### src/hdl/mlfs_pkg.sv
// Shared types and constants for the multilevel feedback scheduler.
// Used by mlfs_ring_store and multilevel_feedback_scheduler; no dependencies.
package mlfs_pkg;

   localparam int QUEUE_DEPTH   = 8;
   localparam int JOB_ID_BITS   = 6;
   localparam int NUM_LEVELS    = 3;
   localparam int LEVEL_BITS    = 2;
   localparam int RUN_BITS      = 4;
   localparam int LIMIT_BITS    = 4;
   localparam int SLOT_BITS     = $clog2(QUEUE_DEPTH);
   localparam int CNT_BITS      = $clog2(QUEUE_DEPTH + 1);
   localparam int MEM_DEPTH     = 1 << (LEVEL_BITS + SLOT_BITS);
   localparam int REQ_DATA_BITS = ((JOB_ID_BITS + 7) / 8) * 8;
   localparam int RSP_DATA_BITS = ((JOB_ID_BITS + LEVEL_BITS + 7) / 8) * 8;

   typedef logic [LEVEL_BITS-1:0] level_type;

   localparam level_type LVL_HIGH   = 2'd0;
   localparam level_type LVL_MEDIUM = 2'd1;
   localparam level_type LVL_LOW    = 2'd2;

   typedef enum logic [1:0] {
      CMD_ADMIT    = 2'd0,
      CMD_DISPATCH = 2'd1,
      CMD_EXPIRE   = 2'd2,
      CMD_DONE     = 2'd3
   } cmd_type;

   typedef enum logic [2:0] {
      STS_DISPATCHED = 3'd0,
      STS_EMPTY      = 3'd1,
      STS_REQUEUED   = 3'd2,
      STS_RETIRED    = 3'd3,
      STS_ADMITTED   = 3'd4,
      STS_FULL       = 3'd5,
      STS_NO_JOB     = 3'd6,
      STS_BUSY       = 3'd7
   } sts_type;

   typedef enum logic {
      FSM_IDLE = 1'b0,
      FSM_POP  = 1'b1
   } fsm_type;

   localparam int CSR_INDEX_BITS = 1;
   localparam logic [CSR_INDEX_BITS-1:0] CSR_HIGH_LIMIT   = 1'd0;
   localparam logic [CSR_INDEX_BITS-1:0] CSR_MEDIUM_LIMIT = 1'd1;

   typedef struct packed {
      logic [JOB_ID_BITS-1:0] id;
      logic [RUN_BITS-1:0]    hruns;
      logic [RUN_BITS-1:0]    mruns;
      level_type              level;
   } entry_type;

   typedef struct packed {
      logic      valid;
      level_type level;
      entry_type entry;
   } push_req_type;

   typedef struct packed {
      logic      valid;
      level_type level;
   } pop_req_type;

   typedef struct packed {
      logic [NUM_LEVELS-1:0] nonempty;
      logic [NUM_LEVELS-1:0] full;
   } ring_status_type;

endpackage

### src/hdl/multilevel_feedback_scheduler.sv
// Top level of the three-level feedback queue scheduler.
// Depends on mlfs_pkg and mlfs_ring_store.
//
// Usage: each item on the req_ channel is one command (admit, dispatch,
// quantum expired, done) in req_tuser with a job id in req_tdata. Every
// command returns exactly one item on the rsp_ channel: a status in
// rsp_tuser and the affected job and its level in rsp_tdata.
// Waiting jobs sit in three FIFO rings held in one synchronous memory; the
// running job is held in a register. The user must write the two run
// limits via the csr_ port only while the block is idle (not enforced).
// Admit, expire, done and a dispatch answered busy or empty give their
// result in the cycle after acceptance, so they sustain one item a cycle
// while rsp_tready holds. A dispatch that pops a ring takes the registered
// ring memory output in the POP state; no new item is taken in that state.
// A result waits in the output register until rsp_tready; a new item is
// accepted only when that register is empty or is emptied in the same cycle,
// so a stalled receiver holds off the request side.
// Reset empties all rings, clears the running job and loads the limits
// with 2 (high) and 4 (medium); no clearing pass is needed.
module multilevel_feedback_scheduler import mlfs_pkg::*; (
   input  logic                      clock,
   input  logic                      reset,
   input  logic                      req_tvalid,
   output logic                      req_tready,
   input  logic [REQ_DATA_BITS-1:0]  req_tdata,  // job_id, zero padded
   input  logic [1:0]                req_tuser,  // command
   output logic                      rsp_tvalid,
   input  logic                      rsp_tready,
   output logic [RSP_DATA_BITS-1:0]  rsp_tdata,  // out_job, out_level, zero padded
   output logic [2:0]                rsp_tuser,  // status
   input  logic                      csr_wen,
   input  logic [CSR_INDEX_BITS-1:0] csr_index,
   input  logic [LIMIT_BITS-1:0]     csr_wdata
);

   fsm_type                state_ff, state_in;
   entry_type              running_ff, running_in;
   logic                   run_valid_ff, run_valid_in;
   logic                   rsp_valid_ff, rsp_valid_in;
   sts_type                rsp_status_ff, rsp_status_in;
   logic [JOB_ID_BITS-1:0] rsp_job_ff, rsp_job_in;
   level_type              rsp_level_ff, rsp_level_in;
   logic [LIMIT_BITS-1:0]  high_limit_ff, medium_limit_ff;

   push_req_type           push_req;
   pop_req_type            pop_req;
   ring_status_type        ring_status;
   entry_type              pop_entry;

   cmd_type                cmd;
   logic [JOB_ID_BITS-1:0] req_job;
   logic                   req_accept;
   entry_type              admit_entry;
   entry_type              requeue_entry;
   level_type              pop_level;

   mlfs_ring_store u_ring_store (
      .clock       (clock),
      .reset       (reset),
      .push_req    (push_req),
      .pop_req     (pop_req),
      .ring_status (ring_status),
      .pop_entry   (pop_entry)
   );

   assign cmd        = cmd_type'(req_tuser);
   assign req_job    = req_tdata[JOB_ID_BITS-1:0];
   assign req_tready = (state_ff == FSM_IDLE) && (!rsp_valid_ff || rsp_tready);
   assign req_accept = req_tvalid && req_tready;

   always_comb begin
      admit_entry.id    = req_job;
      admit_entry.hruns = RUN_BITS'(1);
      admit_entry.mruns = '0;
      admit_entry.level = LVL_HIGH;

      requeue_entry = running_ff;
      priority if (running_ff.hruns < high_limit_ff) begin
         requeue_entry.hruns = running_ff.hruns + 1'b1;
         requeue_entry.level = LVL_HIGH;
      end else if (running_ff.mruns < medium_limit_ff) begin
         requeue_entry.mruns = running_ff.mruns + 1'b1;
         requeue_entry.level = LVL_MEDIUM;
      end else begin
         requeue_entry.level = LVL_LOW;
      end

      priority if (ring_status.nonempty[0]) begin
         pop_level = LVL_HIGH;
      end else if (ring_status.nonempty[1]) begin
         pop_level = LVL_MEDIUM;
      end else begin
         pop_level = LVL_LOW;
      end
   end

   always_comb begin
      state_in      = state_ff;
      running_in    = running_ff;
      run_valid_in  = run_valid_ff;
      rsp_valid_in  = rsp_valid_ff && !rsp_tready;
      rsp_status_in = rsp_status_ff;
      rsp_job_in    = rsp_job_ff;
      rsp_level_in  = rsp_level_ff;
      push_req      = '0;
      pop_req       = '0;

      unique case (state_ff)
         FSM_IDLE: begin
            if (req_accept) begin
               rsp_valid_in = 1'b1;
               unique case (cmd)
                  CMD_ADMIT: begin
                     rsp_job_in   = req_job;
                     rsp_level_in = LVL_HIGH;
                     if (ring_status.full[0]) begin
                        rsp_status_in = STS_FULL;
                     end else begin
                        rsp_status_in  = STS_ADMITTED;
                        push_req.valid = 1'b1;
                        push_req.level = LVL_HIGH;
                        push_req.entry = admit_entry;
                     end
                  end
                  CMD_DISPATCH: begin
                     if (run_valid_ff) begin
                        rsp_status_in = STS_BUSY;
                        rsp_job_in    = running_ff.id;
                        rsp_level_in  = running_ff.level;
                     end else if (ring_status.nonempty == '0) begin
                        rsp_status_in = STS_EMPTY;
                        rsp_job_in    = '0;
                        rsp_level_in  = LVL_HIGH;
                     end else begin
                        rsp_valid_in  = 1'b0;
                        pop_req.valid = 1'b1;
                        pop_req.level = pop_level;
                        state_in      = FSM_POP;
                     end
                  end
                  CMD_EXPIRE: begin
                     if (!run_valid_ff) begin
                        rsp_status_in = STS_NO_JOB;
                        rsp_job_in    = '0;
                        rsp_level_in  = LVL_HIGH;
                     end else begin
                        run_valid_in = 1'b0;
                        running_in   = '0;
                        rsp_job_in   = requeue_entry.id;
                        rsp_level_in = requeue_entry.level;
                        if (ring_status.full[requeue_entry.level]) begin
                           rsp_status_in = STS_FULL;
                        end else begin
                           rsp_status_in  = STS_REQUEUED;
                           push_req.valid = 1'b1;
                           push_req.level = requeue_entry.level;
                           push_req.entry = requeue_entry;
                        end
                     end
                  end
                  CMD_DONE: begin
                     if (!run_valid_ff) begin
                        rsp_status_in = STS_NO_JOB;
                        rsp_job_in    = '0;
                        rsp_level_in  = LVL_HIGH;
                     end else begin
                        rsp_status_in = STS_RETIRED;
                        rsp_job_in    = running_ff.id;
                        rsp_level_in  = running_ff.level;
                        run_valid_in  = 1'b0;
                        running_in    = '0;
                     end
                  end
                  default: begin
                     rsp_valid_in = 1'b0;
                  end
               endcase
            end
         end
         FSM_POP: begin
            running_in    = pop_entry;
            run_valid_in  = 1'b1;
            rsp_valid_in  = 1'b1;
            rsp_status_in = STS_DISPATCHED;
            rsp_job_in    = pop_entry.id;
            rsp_level_in  = pop_entry.level;
            state_in      = FSM_IDLE;
         end
         default: begin
            state_in = FSM_IDLE;
         end
      endcase
   end

   always_ff @(posedge clock) begin
      if (reset) begin
         state_ff        <= FSM_IDLE;
         running_ff      <= '0;
         run_valid_ff    <= 1'b0;
         rsp_valid_ff    <= 1'b0;
         high_limit_ff   <= LIMIT_BITS'(2);
         medium_limit_ff <= LIMIT_BITS'(4);
      end else begin
         state_ff     <= state_in;
         running_ff   <= running_in;
         run_valid_ff <= run_valid_in;
         rsp_valid_ff <= rsp_valid_in;
         if (csr_wen && (csr_index == CSR_HIGH_LIMIT)) begin
            high_limit_ff <= csr_wdata;
         end
         if (csr_wen && (csr_index == CSR_MEDIUM_LIMIT)) begin
            medium_limit_ff <= csr_wdata;
         end
      end
   end

   always_ff @(posedge clock) begin
      rsp_status_ff <= rsp_status_in;
      rsp_job_ff    <= rsp_job_in;
      rsp_level_ff  <= rsp_level_in;
   end

   assign rsp_tvalid = rsp_valid_ff;
   assign rsp_tuser  = rsp_status_ff;
   assign rsp_tdata  = RSP_DATA_BITS'({rsp_level_ff, rsp_job_ff});

`ifndef SYNTHESIS
   a_pop_output_free : assert property (@(posedge clock) disable iff (reset)
      (state_ff == FSM_POP) |-> (!rsp_valid_ff && !req_tready))
      else $error("Ring read pending while the output register is occupied.");

   a_pop_loads_job : assert property (@(posedge clock) disable iff (reset)
      (state_ff == FSM_POP) |=> (run_valid_ff && rsp_valid_ff
                                 && (rsp_status_ff == STS_DISPATCHED)))
      else $error("Ring read did not load the running job.");

   a_pop_needs_idle_cpu : assert property (@(posedge clock) disable iff (reset)
      pop_req.valid |-> (!run_valid_ff && (state_ff == FSM_IDLE)))
      else $error("Ring popped while a job is running.");
`endif

endmodule

### src/hdl/mlfs_ring_store.sv
// Three FIFO rings of scheduler entries in one synchronous memory, with
// per-level head and fill count registers. Depends on mlfs_pkg.
module mlfs_ring_store import mlfs_pkg::*; (
   input  logic            clock,
   input  logic            reset,
   input  push_req_type    push_req,
   input  pop_req_type     pop_req,
   output ring_status_type ring_status,
   output entry_type       pop_entry
);

   localparam int SUM_BITS = CNT_BITS + 1;

   entry_type ring_mem [MEM_DEPTH];

   logic [SLOT_BITS-1:0] head_ff [NUM_LEVELS];
   logic [SLOT_BITS-1:0] head_in [NUM_LEVELS];
   logic [CNT_BITS-1:0]  count_ff [NUM_LEVELS];
   logic [CNT_BITS-1:0]  count_in [NUM_LEVELS];
   logic [SLOT_BITS-1:0] tail [NUM_LEVELS];
   logic [SUM_BITS-1:0]  tail_sum [NUM_LEVELS];
   entry_type            pop_entry_ff;

   logic [SLOT_BITS-1:0] push_slot;
   logic [SLOT_BITS-1:0] pop_slot;

   always_comb begin
      for (int i = 0; i < NUM_LEVELS; i++) begin
         tail_sum[i] = SUM_BITS'(head_ff[i]) + SUM_BITS'(count_ff[i]);
         if (tail_sum[i] >= SUM_BITS'(QUEUE_DEPTH)) begin
            tail[i] = SLOT_BITS'(tail_sum[i] - SUM_BITS'(QUEUE_DEPTH));
         end else begin
            tail[i] = SLOT_BITS'(tail_sum[i]);
         end
         ring_status.nonempty[i] = (count_ff[i] != '0);
         ring_status.full[i]     = (count_ff[i] >= CNT_BITS'(QUEUE_DEPTH));
         head_in[i]  = head_ff[i];
         count_in[i] = count_ff[i];
         if (push_req.valid && (push_req.level == LEVEL_BITS'(i))) begin
            count_in[i] = count_ff[i] + 1'b1;
         end
         if (pop_req.valid && (pop_req.level == LEVEL_BITS'(i))) begin
            count_in[i] = count_ff[i] - 1'b1;
            if (head_ff[i] == SLOT_BITS'(QUEUE_DEPTH - 1)) begin
               head_in[i] = '0;
            end else begin
               head_in[i] = head_ff[i] + 1'b1;
            end
         end
      end
   end

   always_comb begin
      push_slot = '0;
      pop_slot  = '0;
      for (int i = 0; i < NUM_LEVELS; i++) begin
         if (push_req.level == LEVEL_BITS'(i)) begin
            push_slot = tail[i];
         end
         if (pop_req.level == LEVEL_BITS'(i)) begin
            pop_slot = head_ff[i];
         end
      end
   end

   always_ff @(posedge clock) begin
      if (reset) begin
         for (int i = 0; i < NUM_LEVELS; i++) begin
            head_ff[i]  <= '0;
            count_ff[i] <= '0;
         end
      end else begin
         for (int i = 0; i < NUM_LEVELS; i++) begin
            head_ff[i]  <= head_in[i];
            count_ff[i] <= count_in[i];
         end
      end
   end

   always_ff @(posedge clock) begin
      if (push_req.valid) begin
         ring_mem[{push_req.level, push_slot}] <= push_req.entry;
      end
   end

   always_ff @(posedge clock) begin
      if (pop_req.valid) begin
         pop_entry_ff <= ring_mem[{pop_req.level, pop_slot}];
      end
   end

   assign pop_entry = pop_entry_ff;

`ifndef SYNTHESIS
   a_push_not_full : assert property (@(posedge clock) disable iff (reset)
      push_req.valid |-> !ring_status.full[push_req.level])
      else $error("Push issued to a full ring.");

   a_pop_not_empty : assert property (@(posedge clock) disable iff (reset)
      pop_req.valid |-> ring_status.nonempty[pop_req.level])
      else $error("Pop issued from an empty ring.");

   a_count_bound : assert property (@(posedge clock) disable iff (reset)
      (count_ff[0] <= CNT_BITS'(QUEUE_DEPTH)) && (count_ff[1] <= CNT_BITS'(QUEUE_DEPTH))
      && (count_ff[2] <= CNT_BITS'(QUEUE_DEPTH)))
      else $error("Ring fill count exceeds the ring depth.");
`endif

endmodule
### config.mk
export PLATFORM = sky130hd
export DESIGN_NAME = multilevel_feedback_scheduler
export DESIGN_NICKNAME = d
export VERILOG_FILES = /design/src/hdl/mlfs_pkg.sv /design/src/hdl/multilevel_feedback_scheduler.sv /design/src/hdl/mlfs_ring_store.sv
export SDC_FILE = /design/constraint.sdc
export NUM_CORES = 1
export LEC_CHECK = 0
export ABC_CLOCK_PERIOD_IN_PS = 4150
export BUFFER_PORTS_ARGS = -buffer_cell sky130_fd_sc_hd__buf_4
export CAP_MARGIN = 20
export CORE_ASPECT_RATIO = 0.8
export CORE_MARGIN = 1
export CORE_UTILIZATION = 30
export DETAILED_ROUTE_END_ITERATION = 6
export GPL_TIMING_DRIVEN = 0
export SETUP_SLACK_MARGIN = 0.3
export SLEW_MARGIN = 25
export SYNTH_ARGS = -nofsm -noshare
export SYNTH_HDL_FRONTEND = slang
export SYNTH_SLANG_ARGS = --single-unit
### constraint.sdc
create_clock -name clock -period 4.15 [get_ports clock]
set_clock_uncertainty 0.2 [all_clocks]
set_input_delay 0.2075 -clock clock [delete_from_list [all_inputs] [get_ports clock]]
set_output_delay 0.2075 -clock clock [all_outputs]
set_load 0.1 [all_outputs]
==> out/metrics.csv <==
metric,value,unit
sequential share of the synthesized area,69.6,%
clock tree sinks,459,
clk slew on worst S/H paths,0.06,ns
Starting Density,30.4,%
"flops & latches, synth",459,
CTS H-tree lvls,2,
maximum root-to-sink buffer count,3,
worst-path cell chain,or4_4 > or3_4 > or2_1 > buf_2 > a31o_2 > buf_2 > buf_2 > nor2_1 > nor2_1 > o21ai_0 > o211ai_1,
Pleak,8.22,nW
Layout Utilization,37.7,%
Synth Area per Inst,13.1,sq um
PortBufs,30,
largest family of logic cells by synthesized area,simple AND/OR/NAND/NOR gates,
CP peak stage delay,0.57,ns
max cap viols,0,
async set-reset flop share out of synthesis,0,%
areal power density over the cells,394,nW/um^2
# diodes,0,
path category of the worst min-delay check,in2reg,
chip width,284,um
Clk pwr share,41.6,%
post-synth top area share,64.6,%
Period minus WS final,3.79,ns
Post-Syn Area,19100,sq um
drt via density,5.19,
initial antenna violation count,2,
Initial DRT Pass Iterations,5,
Rel. slew slack,38.9,%
Die H,228,um
Final WS setup,0.356,ns
Slew Limit Fails,0,
area of the multi-input gates,6140,sq um
post-synthesis xor/xnor area fraction,0.825,%
Synth Flop Type,edfxtp_1,
critical-path maximum fanout,10,
Boundary Pins,33,
Detail Placement HPWL,38200,um
cell with the most instances after synthesis,edfxtp_1,
endpoints failing setup,0,
vias,13000,
DRT iter0 DRCs,1712,
Mapped Cells,1464,
top post-synthesis cells by count,"edfxtp_1, nand2_1, a21oi_1",
post-synthesis mux area share,3.43,%
Compound-Gate Fraction of Synth Area,10.3,%
Flop pwr share,53.8,%
simple logic cell fraction of the synthesized area,11.5,%
Residual DRC,0,
sw frac,21.7,%
outcome,finished clean,
Worst path most repeated cell,buf_2,
Die ar.,64700,sq um
Tcrit/Tclk final,91.4,%
Comb pwr share,4.5,%
gr usage total,16.6,%
Post-Place Cells,2371,
CP arrival,3.85,ns
Max Clock Freq,264,MHz
CP max-delay cell,or4_4,
"area leader, netlist",edfxtp_1,
Crit path max-delay family,simple AND/OR/NAND/NOR gates,
Least-Margin Pin Slew,0.916,ns
Area contributors post-synth,"edfxtp_1, nand2_1, dfxtp_1",
peak supply drop,0.000263,V
Worst-Skew Late Latency,0.56,ns
fill cell count,5909,
RSZ-0062 raised after global routing,yes,
dpl ws,-0.537,ns
total CTS buffers,42,
CTS tree,built,
GPL Wtd Cong,0.892,
Post-synth EDFFs,411,
sw power,2.02,mW
R2R cell count,11,
Startpoint Class,flop,
Total Wirelength,54800,um
Syn Nets,1513,
Layout area overhead,23.8,%
Int Power,7.31,mW
critical path depth,11,
post-synthesis adder-cell area fraction,2.13,%
WP buf/inv,3,
Yosys cell types,64,
largest net degree at the start of global routing,32,
post-route insts no fill,2503,
Overflow after GRT,0,
Clock Tree Root,clkbuf_16,
Synth Warn #,0,
register cell area after layout,13300,sq um
fin nets,1680,
first-pass GRT wire length,80800,um
final hold viol count,0,
row cnt,82,
CP required,4.21,ns
CP Capture Type,flop,
critical path type,reg2reg,
antenna-violating nets left,0,
vias in the first global route,12400,
worst hold path depth,4,
Core Region,62800,sq um
layout cell share with drive strength beyond 1,19.8,%
per-cell routed wire length,21.9,um
## metrics by stage
step           setup TNS [ns]  hold WS [ns]  power (mW)  instance area, sq um
6_report                    0        0.0648        9.33                 23700
3_5_place_dp          -114.72         0.233        5.51                 21200
3_3_place_gp          -863.72         0.222        5.48                 20500
2_1_floorplan               0         0.125        5.37                 19300
4_1_cts                     0        0.0120        9.36                 23400
5_1_grt                     0         0.109        9.59                 23700
## logic make-up (layout without fill, tap and decap cells)
family | Yosys count | count (layout)
xor+xnor | 18 | 18
compound gates | 307 | 307
simple gates | 491 | 491
fa+ha+maj | 29 | 29
buf+inv | 97 | 296
mux | 63 | 63
flops | 459 | 459
## worst min-delay path: stages
cell and delay, ns:
buf_4 0.08, nand2b_1 0.19, nor2b_1 0.22, a21oi_1 0.08
## state kept, by name (all words and copies together) (netlist names)
register	cells
rsp_job_ff	6
high_limit_ff	4
u_ring_store.count_ff	12
u_ring_store.head_ff	9
requeue_entry	6
state_ff	1
run_valid_ff	1
u_ring_store.ring_mem	384
rsp_level_ff	2
rsp_tuser	3
running_ff	10
rsp_tvalid	1
u_ring_store.pop_entry	16
medium_limit_ff	4
## final cells by class
cell class                 count  area share (%)
sequential                   459            56.2
multi-input combinational    908            25.9
timing repair buffer         123            5.51
clock buffer                  59            4.84
tap                          840            4.44
buffer                        75            1.81
clock inverter                17           0.862
inverter                      22           0.349
## power by group through the flow
stage,Sequential (mW),Combinational (mW),Clock [mW]
after global placement,5.12,0.355,0
after detailed placement,5.12,0.389,0
final,5.02,0.424,3.89
after CTS,5.02,0.412,3.93
after floorplan,5.19,0.174,0
after global routing,5.02,0.449,4.12
## path summary, 6_finish.rpt
kind                                             from                                  end  slack, ns
max reg2reg  u_ring_store.count_ff[0][3]$_SDFFE_PP0P_  u_ring_store.pop_entry[2]$_DFFE_PP_       0.36
min reg2reg           medium_limit_ff[1]$_SDFFE_PP0P_      medium_limit_ff[1]$_SDFFE_PP0P_       0.26
max          u_ring_store.count_ff[0][3]$_SDFFE_PP0P_  u_ring_store.pop_entry[2]$_DFFE_PP_       0.36
min                                        rsp_tready                rsp_tvalid$_SDFF_PP0_       0.06
## per-layer routing
| metal | share of wire, % | wire length, um | GRT usage, % | vias to the layer above |
|---|---|---|---|---|
| met4 | 1.5 | 811 | 3.11 | 0 |
| met3 | 10 | 5660 | 5.07 | 65 |
| met2 | 41 | 22700 | 23.4 | 541 |
| met1 | 47 | 25700 | 24.9 | 6556 |
| li1 | - | - | - | 5841 |
| met5 | 0 | 0 | 0 | - |
## cell usage in the layout, fill, tap and decap left out, types with 13 or more instances in the layout
master and count:
buf_6 13, o21ai_0 16, ha_1 23, buf_4 80, xnor2_1 13, dfxtp_1 46, dlygate4sd3_1 17, edfxtp_1 411
nor2_1 63, a21o_1 19, buf_12 16, nand2_1 259, clkbuf_16 43, mux2_2 19, inv_1 21, a21oi_1 144
a22oi_1 24, buf_2 16, nor3_4 27, mux2i_1 44, nand3_1 34, o211ai_1 16, clkbuf_1 39
## what timing repair did
action,in CTS,in global routing
pin swaps,26,10
endpoints found under the hold margin,20,0
gates resized for setup,62,63
buffers inserted,33,5
endpoints found under the setup margin,415,588
gates cloned,0,1
hold buffers,17,0
No activity file was read; power rests on OpenSTA's default activity.
